File: config.mk
export PLATFORM = sky130hd
export DESIGN_NAME = hsv_to_rgb_converter
export DESIGN_NICKNAME = d
export VERILOG_FILES = /design/src/rtl/hsv2rgb_pkg.sv /design/src/rtl/hsv_to_rgb_converter.sv
export SDC_FILE = /design/constraint.sdc
export NUM_CORES = 2
export LEC_CHECK = 0
export BUFFER_PORTS_ARGS = -buffer_cell sky130_fd_sc_hd__clkbuf_2
export CAP_MARGIN = 10
export CORE_MARGIN = 2
export CORE_UTILIZATION = 30
export DETAILED_ROUTE_END_ITERATION = 6
export HOLD_SLACK_MARGIN = 0.06
export PLACE_DENSITY = 0.53
export SLEW_MARGIN = 20
export SYNTH_ARGS = -nofsm -noshare
export SYNTH_HDL_FRONTEND = slang
export SYNTH_SLANG_ARGS = --single-unit
export TNS_END_PERCENT = 30
File: constraint.sdc
create_clock -name i_clk -period 13.9 [get_ports i_clk]
set_input_delay 4.17 -clock i_clk [delete_from_list [all_inputs] [get_ports i_clk]]
set_output_delay 4.17 -clock i_clk [all_outputs]
set_load 0.01 [all_outputs]
File: src/rtl/hsv2rgb_pkg.sv
// types, constants and sector codes for the hsv to rgb converter
package hsv2rgb_pkg;

    localparam int unsigned HUE_W  = 9;
    localparam int unsigned PCT_W  = 7;
    localparam int unsigned CHAN_W = 8;

    localparam int unsigned HUE_MAX    = 360;
    localparam int unsigned PCT_MAX    = 100;
    localparam int unsigned SECTOR_DEG = 60;

    // product s*v and 100*v, each at most 10000
    localparam int unsigned PROD_W = 14;
    // triangle weight, at most 60
    localparam int unsigned TRI_W  = 6;
    // numerators over 600000, at most 600000
    localparam int unsigned NUM_W  = 20;
    localparam int unsigned DENOM  = 600000;

    // floor(255 * n / 600000) = floor(17 * n / 40000) by reciprocal multiply
    localparam int unsigned DIV_DEN   = DENOM / 15;
    localparam int unsigned DIV_SHIFT = 40;
    localparam longint unsigned RECIP_BASE =
        ((64'd1 << DIV_SHIFT) + 64'(DIV_DEN) - 64'd1) / 64'(DIV_DEN);
    localparam int unsigned MUL_W  = 29;
    localparam logic [MUL_W-1:0] CHAN_MUL = MUL_W'(RECIP_BASE * 64'd17);
    localparam int unsigned PRODUCT_W = NUM_W + MUL_W;

    localparam logic [2:0] SEC_RED_GREEN  = 3'd0;
    localparam logic [2:0] SEC_GREEN_RED  = 3'd1;
    localparam logic [2:0] SEC_GREEN_BLUE = 3'd2;
    localparam logic [2:0] SEC_BLUE_GREEN = 3'd3;
    localparam logic [2:0] SEC_BLUE_RED   = 3'd4;
    localparam logic [2:0] SEC_RED_BLUE   = 3'd5;

    typedef struct packed {
        logic [HUE_W-1:0] hue;
        logic [PCT_W-1:0] saturation;
        logic [PCT_W-1:0] brightness;
    } t_hsv;

    typedef struct packed {
        logic [CHAN_W-1:0] red;
        logic [CHAN_W-1:0] green;
        logic [CHAN_W-1:0] blue;
        logic              range_error;
    } t_rgb;

endpackage

File: src/rtl/hsv_to_rgb_converter.sv
// hsv to rgb converter: five stage pipeline from hsv pixel to 8-bit rgb
//
// Input channel: i_valid, o_stall, i_pixel (hue 0-360, saturation and
// brightness 0-100). A beat is taken when i_valid is high and o_stall low.
// Output channel: o_valid, i_stall, o_pixel (red, green, blue, range_error).
// A beat leaves when o_valid is high and i_stall low.
// Out-of-range inputs give zero channels with range_error set.
// Throughput is one pixel per cycle while o_stall is low. The stages are:
// range check and sector decode, s*v and 100*v, chroma/secondary/offset
// products, sector routing and add, and the reciprocal multiply that
// scales each channel to 0-255 into the output register.
// Reset clears all stage valid bits; data registers are not reset.
// When the receiver stalls with a result waiting, the whole pipeline holds
// and o_stall rises in the same cycle; a bubble in the output register
// lets the pipeline advance even while i_stall is high.
module hsv_to_rgb_converter (
    input  logic               i_clk,
    input  logic               i_rst_n,
    input  logic               i_valid,
    output logic               o_stall,
    input  hsv2rgb_pkg::t_hsv  i_pixel,
    output logic               o_valid,
    input  logic               i_stall,
    output hsv2rgb_pkg::t_rgb  o_pixel
);
    import hsv2rgb_pkg::*;

    localparam int unsigned STAGES = 5;

    logic              w_en;
    logic [STAGES-1:0] r_vld;

    // stage 1
    logic             w_err1;
    logic [2:0]       w_sec1;
    logic [HUE_W-1:0] w_hm1;
    logic [HUE_W-1:0] w_tri_full1;
    logic             r_err1;
    logic [2:0]       r_sec1;
    logic [TRI_W-1:0] r_tri1;
    logic [PCT_W-1:0] r_s1;
    logic [PCT_W-1:0] r_v1;

    // stage 2
    logic              r_err2;
    logic [2:0]        r_sec2;
    logic [TRI_W-1:0]  r_tri2;
    logic [PROD_W-1:0] r_sv2;
    logic [PROD_W-1:0] r_v100_2;

    // stage 3
    logic              r_err3;
    logic [2:0]        r_sec3;
    logic [NUM_W-1:0]  r_c3;
    logic [NUM_W-1:0]  r_x3;
    logic [NUM_W-1:0]  r_m3;

    // stage 4
    logic              r_err4;
    logic [NUM_W-1:0]  n_rn4, n_gn4, n_bn4;
    logic [NUM_W-1:0]  r_rn4, r_gn4, r_bn4;

    // stage 5
    logic [PRODUCT_W-1:0] w_pr5, w_pg5, w_pb5;
    t_rgb                 n_out;
    t_rgb                 r_out;

    assign w_en    = !(r_vld[STAGES-1] && i_stall);
    assign o_stall = !w_en;
    assign o_valid = r_vld[STAGES-1];
    assign o_pixel = r_out;

    always_ff @(posedge i_clk) begin
        if (!i_rst_n) begin
            r_vld <= '0;
        end else if (w_en) begin
            r_vld <= {r_vld[STAGES-2:0], i_valid};
        end
    end

    // range check, sector and triangle weight
    always_comb begin
        w_err1 = (i_pixel.hue > HUE_W'(HUE_MAX))
              || (i_pixel.saturation > PCT_W'(PCT_MAX))
              || (i_pixel.brightness > PCT_W'(PCT_MAX));
        if (i_pixel.hue < HUE_W'(SECTOR_DEG)) begin
            w_sec1 = SEC_RED_GREEN;
        end else if (i_pixel.hue < HUE_W'(2 * SECTOR_DEG)) begin
            w_sec1 = SEC_GREEN_RED;
        end else if (i_pixel.hue < HUE_W'(3 * SECTOR_DEG)) begin
            w_sec1 = SEC_GREEN_BLUE;
        end else if (i_pixel.hue < HUE_W'(4 * SECTOR_DEG)) begin
            w_sec1 = SEC_BLUE_GREEN;
        end else if (i_pixel.hue < HUE_W'(5 * SECTOR_DEG)) begin
            w_sec1 = SEC_BLUE_RED;
        end else begin
            w_sec1 = SEC_RED_BLUE;
        end
        if (i_pixel.hue < HUE_W'(2 * SECTOR_DEG)) begin
            w_hm1 = i_pixel.hue;
        end else if (i_pixel.hue < HUE_W'(4 * SECTOR_DEG)) begin
            w_hm1 = i_pixel.hue - HUE_W'(2 * SECTOR_DEG);
        end else if (i_pixel.hue < HUE_W'(6 * SECTOR_DEG)) begin
            w_hm1 = i_pixel.hue - HUE_W'(4 * SECTOR_DEG);
        end else begin
            w_hm1 = i_pixel.hue - HUE_W'(6 * SECTOR_DEG);
        end
        if (w_hm1 >= HUE_W'(SECTOR_DEG)) begin
            w_tri_full1 = HUE_W'(2 * SECTOR_DEG) - w_hm1;
        end else begin
            w_tri_full1 = w_hm1;
        end
    end

    always_ff @(posedge i_clk) begin
        if (w_en) begin
            r_err1 <= w_err1;
            r_sec1 <= w_sec1;
            r_tri1 <= w_tri_full1[TRI_W-1:0];
            r_s1   <= i_pixel.saturation;
            r_v1   <= i_pixel.brightness;
        end
    end

    // s*v and 100*v
    always_ff @(posedge i_clk) begin
        if (w_en) begin
            r_err2   <= r_err1;
            r_sec2   <= r_sec1;
            r_tri2   <= r_tri1;
            r_sv2    <= PROD_W'(r_s1) * PROD_W'(r_v1);
            r_v100_2 <= PROD_W'(r_v1) * PROD_W'(PCT_MAX);
        end
    end

    // chroma, secondary and offset numerators over 600000
    always_ff @(posedge i_clk) begin
        if (w_en) begin
            r_err3 <= r_err2;
            r_sec3 <= r_sec2;
            r_c3   <= NUM_W'(r_sv2) * NUM_W'(SECTOR_DEG);
            r_x3   <= NUM_W'(r_sv2) * NUM_W'(r_tri2);
            r_m3   <= NUM_W'(PROD_W'(r_v100_2 - r_sv2)) * NUM_W'(SECTOR_DEG);
        end
    end

    // route chroma and secondary by sector, add offset
    always_comb begin
        case (r_sec3)
            SEC_RED_GREEN: begin
                n_rn4 = r_c3 + r_m3; n_gn4 = r_x3 + r_m3; n_bn4 = r_m3;
            end
            SEC_GREEN_RED: begin
                n_rn4 = r_x3 + r_m3; n_gn4 = r_c3 + r_m3; n_bn4 = r_m3;
            end
            SEC_GREEN_BLUE: begin
                n_rn4 = r_m3; n_gn4 = r_c3 + r_m3; n_bn4 = r_x3 + r_m3;
            end
            SEC_BLUE_GREEN: begin
                n_rn4 = r_m3; n_gn4 = r_x3 + r_m3; n_bn4 = r_c3 + r_m3;
            end
            SEC_BLUE_RED: begin
                n_rn4 = r_x3 + r_m3; n_gn4 = r_m3; n_bn4 = r_c3 + r_m3;
            end
            default: begin
                n_rn4 = r_c3 + r_m3; n_gn4 = r_m3; n_bn4 = r_x3 + r_m3;
            end
        endcase
    end

    always_ff @(posedge i_clk) begin
        if (w_en) begin
            r_err4 <= r_err3;
            r_rn4  <= n_rn4;
            r_gn4  <= n_gn4;
            r_bn4  <= n_bn4;
        end
    end

    // scale to 0-255 by reciprocal multiply
    assign w_pr5 = PRODUCT_W'(r_rn4) * PRODUCT_W'(CHAN_MUL);
    assign w_pg5 = PRODUCT_W'(r_gn4) * PRODUCT_W'(CHAN_MUL);
    assign w_pb5 = PRODUCT_W'(r_bn4) * PRODUCT_W'(CHAN_MUL);

    always_comb begin
        if (r_err4) begin
            n_out.red   = '0;
            n_out.green = '0;
            n_out.blue  = '0;
        end else begin
            n_out.red   = w_pr5[DIV_SHIFT +: CHAN_W];
            n_out.green = w_pg5[DIV_SHIFT +: CHAN_W];
            n_out.blue  = w_pb5[DIV_SHIFT +: CHAN_W];
        end
        n_out.range_error = r_err4;
    end

    always_ff @(posedge i_clk) begin
        if (w_en) begin
            r_out <= n_out;
        end
    end

    a_sv_le_v100: assert property (@(posedge i_clk) disable iff (!i_rst_n)
        r_vld[1] && !r_err2 |-> r_sv2 <= r_v100_2)
        else $error("s*v exceeds 100*v on an in-range beat");

    a_num_bound: assert property (@(posedge i_clk) disable iff (!i_rst_n)
        r_vld[3] && !r_err4 |-> (r_rn4 <= NUM_W'(DENOM)) && (r_gn4 <= NUM_W'(DENOM))
            && (r_bn4 <= NUM_W'(DENOM)))
        else $error("channel numerator above full scale");

    a_err_zero: assert property (@(posedge i_clk) disable iff (!i_rst_n)
        o_valid && o_pixel.range_error |-> (o_pixel.red == '0) && (o_pixel.green == '0)
            && (o_pixel.blue == '0))
        else $error("range error beat with nonzero channels");

    a_hold_pipe: assert property (@(posedge i_clk) disable iff (!i_rst_n)
        o_stall |=> $stable(r_vld) && $stable(r_rn4) && $stable(r_c3))
        else $error("pipeline moved while stalled");

endmodule

==> results.py <==
metrics = {
    "run_status": {
        "status": "finished, final reports clean",
    },
    "synthesis": {
        "synthTopCellsByArea": "fa_1 33%, ha_1 24%, edfxtp_1 13%",
        "async_flop_share": 0,
        "synth_edf_count": 205,
        "ys_top_cells_by_count": "1306 x inv_1, 891 x ha_1, 771 x fa_1",
        "syn_area_per_cell_um2": 10.1,
        "syn_inst": 4619,
        "yosysTopAreaCell": "fa_1",
        "ys_types": 89,
        "ys_ff_latch": 210,
        "postSynthNetCount": 6308,
        "synth_top_area_share": 0.332,
        "yosysMostFrequentCell": "inv_1",
        "seq_area_frac_synth": 0.135,
        "yosysWarnings": 0,
        "synth_flop_cell": "edfxtp_1",
        "syn_area_um2": 46400,
    },
    "hold_path": {
        "min_path_cells": 0,
        "hold_path_class": "reg -> reg",
    },
    "timing": {
        "max_freq_mhz": 105,
        "worstMarginPinSlew_ns": 0.979,
        "period_needed_ns": 9.54,
        "slew_violations": 0,
        "skew_ns": 0.0266,
        "fin_crit_sh": 0.687,
        "finalHoldViolations": 0,
        "tns_ns": 0,
        "slew_headroom": 0.348,
        "setup_violations": 0,
        "rsz0062_at_grt": "false",
        "setup_ws_ns": 4.36,
    },
    "critical_path": {
        "critPathBufInv": 3,
        "path_class": "in -> out",
        "max_stage_delay_ns": 0.64,
        "slowest_stage": "nand2_4",
        "startpoint_type": "primary input",
        "path_depth": 4,
        "crit_family": "simple AND/OR/NAND/NOR gates",
        "crit_top_cell": "clkbuf_2",
        "critical_path_arrival_ns": 5.37,
        "reg2reg_setup_slack_ns": 6.31,
        "worstPathMaxFanout": 72,
        "worstPathCellList": "clkbuf_2 -> nand2_4 -> inv_1 -> clkbuf_2",
        "r2r_cells": 21,
        "crit_path_end_kind": "output pin",
        "required_ns": 9.73,
    },
    "place": {
        "dp_slack_ns": 4.25,
        "hpwl_um": 93100,
        "gp_congestion": 0.883,
        "dp.cells": 6687,
        "portBuffers": 53,
    },
    "global_route": {
        "gr-usage-all-layers": 0.141,
        "first_global_vias": 33000,
        "antenna_found_initial": 1,
        "grt_first_pass_wirelength_um": 178000,
        "grt_overflow_total": 0,
        "grt_max_degree": 140,
    },
    "clock_network": {
        "postCtsSetupBuffers": 0,
        "clockRootBuffer": "clkbuf_16",
        "clk_pin_slew_ns": 0.06,
        "clk_latency_ns": 0.60,
        "cts_max_path_buffers": 3,
        "htreeDepth": 1,
        "tritoncts": "done",
        "clkSinkCount": 210,
        "hold_buffers": 0,
        "cts_buffers": 27,
        "post_cts_resized": 0,
    },
    "drt": {
        "viasPerCell": 4.57,
        "vias": 30800,
        "drc": 0,
        "wire_per_inst_um": 15.9,
        "wirelength_um": 107000,
        "drtIter0Drc": 1340,
        "first_pass_iters": 5,
        "ant_nets": 0,
    },
    "floorplanning": {
        "die-area_um2": 158000,
        "die_height_um": 397,
        "pin_count": 54,
        "initial_core_util": 0.302,
        "die_x_um": 397,
        "core_area_um2": 154000,
        "rows": 144,
    },
    "finish": {
        "drive_gt1_frac": 0.0349,
        "antenna_cells": 0,
        "layout.nets": 6361,
        "final_cells": 6737,
        "area_delta_synth_final_pct": 8.00,
    },
    "job": {
        "maxCapViolCount": 0,
    },
}
-- layer usage --
metal | routed length, um | track usage | part of all wire | vias up
met5 | 0 | 0 | 0 | -
met4 | 1420 | 0.0180 | 0.013 | 0
met3 | 3730 | 0.0139 | 0.035 | 69
met2 | 50400 | 0.238 | 0.47 | 423
met1 | 51900 | 0.200 | 0.48 | 15300
li1 | - | - | - | 15000
-- stage by stage --
step,utilization,hold WS [ns],area [um^2]
after floorplan,-,0.400,46400
after CTS,0.326,0.420,50100
after global routing,0.326,0.421,50100
after global placement,0.320,0.406,49200
final,0.326,0.416,50100
after detailed placement,0.320,0.407,49200
-- state kept, by name, indices dropped and copies added (netlist names), 7 cells and up --
name / flops
r_bn4: 20
r_c3: 17
r_v100_2: 12
r_rn4: 20
o_pixel: 25
r_m3: 18
r_gn4: 20
r_s1: 7
r_sv2: 14
r_v1: 7
r_x3: 20
-- kinds of logic after synthesis --
family,count (synthesis),synth area share
and+or+nand+nor,642,0.0684
DFF,210,0.135
buffers and inverters,1353,0.110
muxes,12,0.00272
AOI/OAI and AO/OA,619,0.0892
adders and majority gates,1662,0.573
xor gates and xnor gates,121,0.0228
-- path summary, 6_finish.rpt --
kind	start	end
worst max-delay path	i_stall	o_stall
worst min-delay path	r_tri1[4]$_DFFE_PN_	r_tri2[4]$_DFFE_PN_
worst max register to register	r_rn4[9]$_DFFE_PN_	o_pixel[18]$_SDFFCE_PP0N_
worst min register to register	r_tri1[4]$_DFFE_PN_	r_tri2[4]$_DFFE_PN_
-- area by class of cell --
cell class                 count  area [um^2]
sequential                   210         6260
timing repair buffer          67          383
clock inverter                23          258
fill                       15900       104000
multi-input combinational   3056        35100
inverter                    1310         4920
tap                         2044         2560
clock buffer                  27          676
-- layout by cell type, fill, tap and decap left out, types with 11 or more instances in the layout --
cell | Yosys | layout
or3_1 | 12 | 12
a221o_1 | 12 | 12
o21bai_1 | 31 | 31
inv_1 | 1306 | 1306
nor2b_1 | 18 | 18
o21a_1 | 25 | 25
clkbuf_16 | 0 | 27
nor2_1 | 129 | 129
clkbuf_2 | 0 | 53
a31oi_1 | 14 | 14
and2_1 | 54 | 54
nor3_1 | 67 | 67
a21oi_1 | 170 | 170
xnor2_1 | 85 | 85
edfxtp_1 | 205 | 205
a21o_1 | 81 | 81
a211oi_1 | 20 | 20
nand2_1 | 194 | 193
o21ai_0 | 105 | 105
nand2b_1 | 13 | 13
or2_2 | 14 | 14
o211ai_1 | 15 | 15
ha_1 | 891 | 891
nand3_1 | 52 | 52
nand4_1 | 20 | 20
and3_1 | 20 | 20
fa_1 | 771 | 771
buf_4 | 0 | 13
o31ai_1 | 11 | 11
xor2_1 | 36 | 36
a221oi_1 | 13 | 13
a211o_1 | 11 | 11
o22ai_1 | 11 | 11
-- worst register-to-register path: cells and delay by family (launching register included) --
| kind | cells | cell delay [ns] |
|---|---|---|
| adder cells (fa/ha/maj) | 8 | 3.89 |
| AND/OR/NAND/NOR | 5 | 1.52 |
| flip-flops | 1 | 0.64 |
| AO/OA/AOI/OAI | 3 | 0.64 |
| buffers and inverters | 4 | 0.37 |
| multiplexers | 1 | 0.28 |
Power is not shown: default switching activity piles up to over one toggle a cycle in this logic, so the estimate is an artifact.
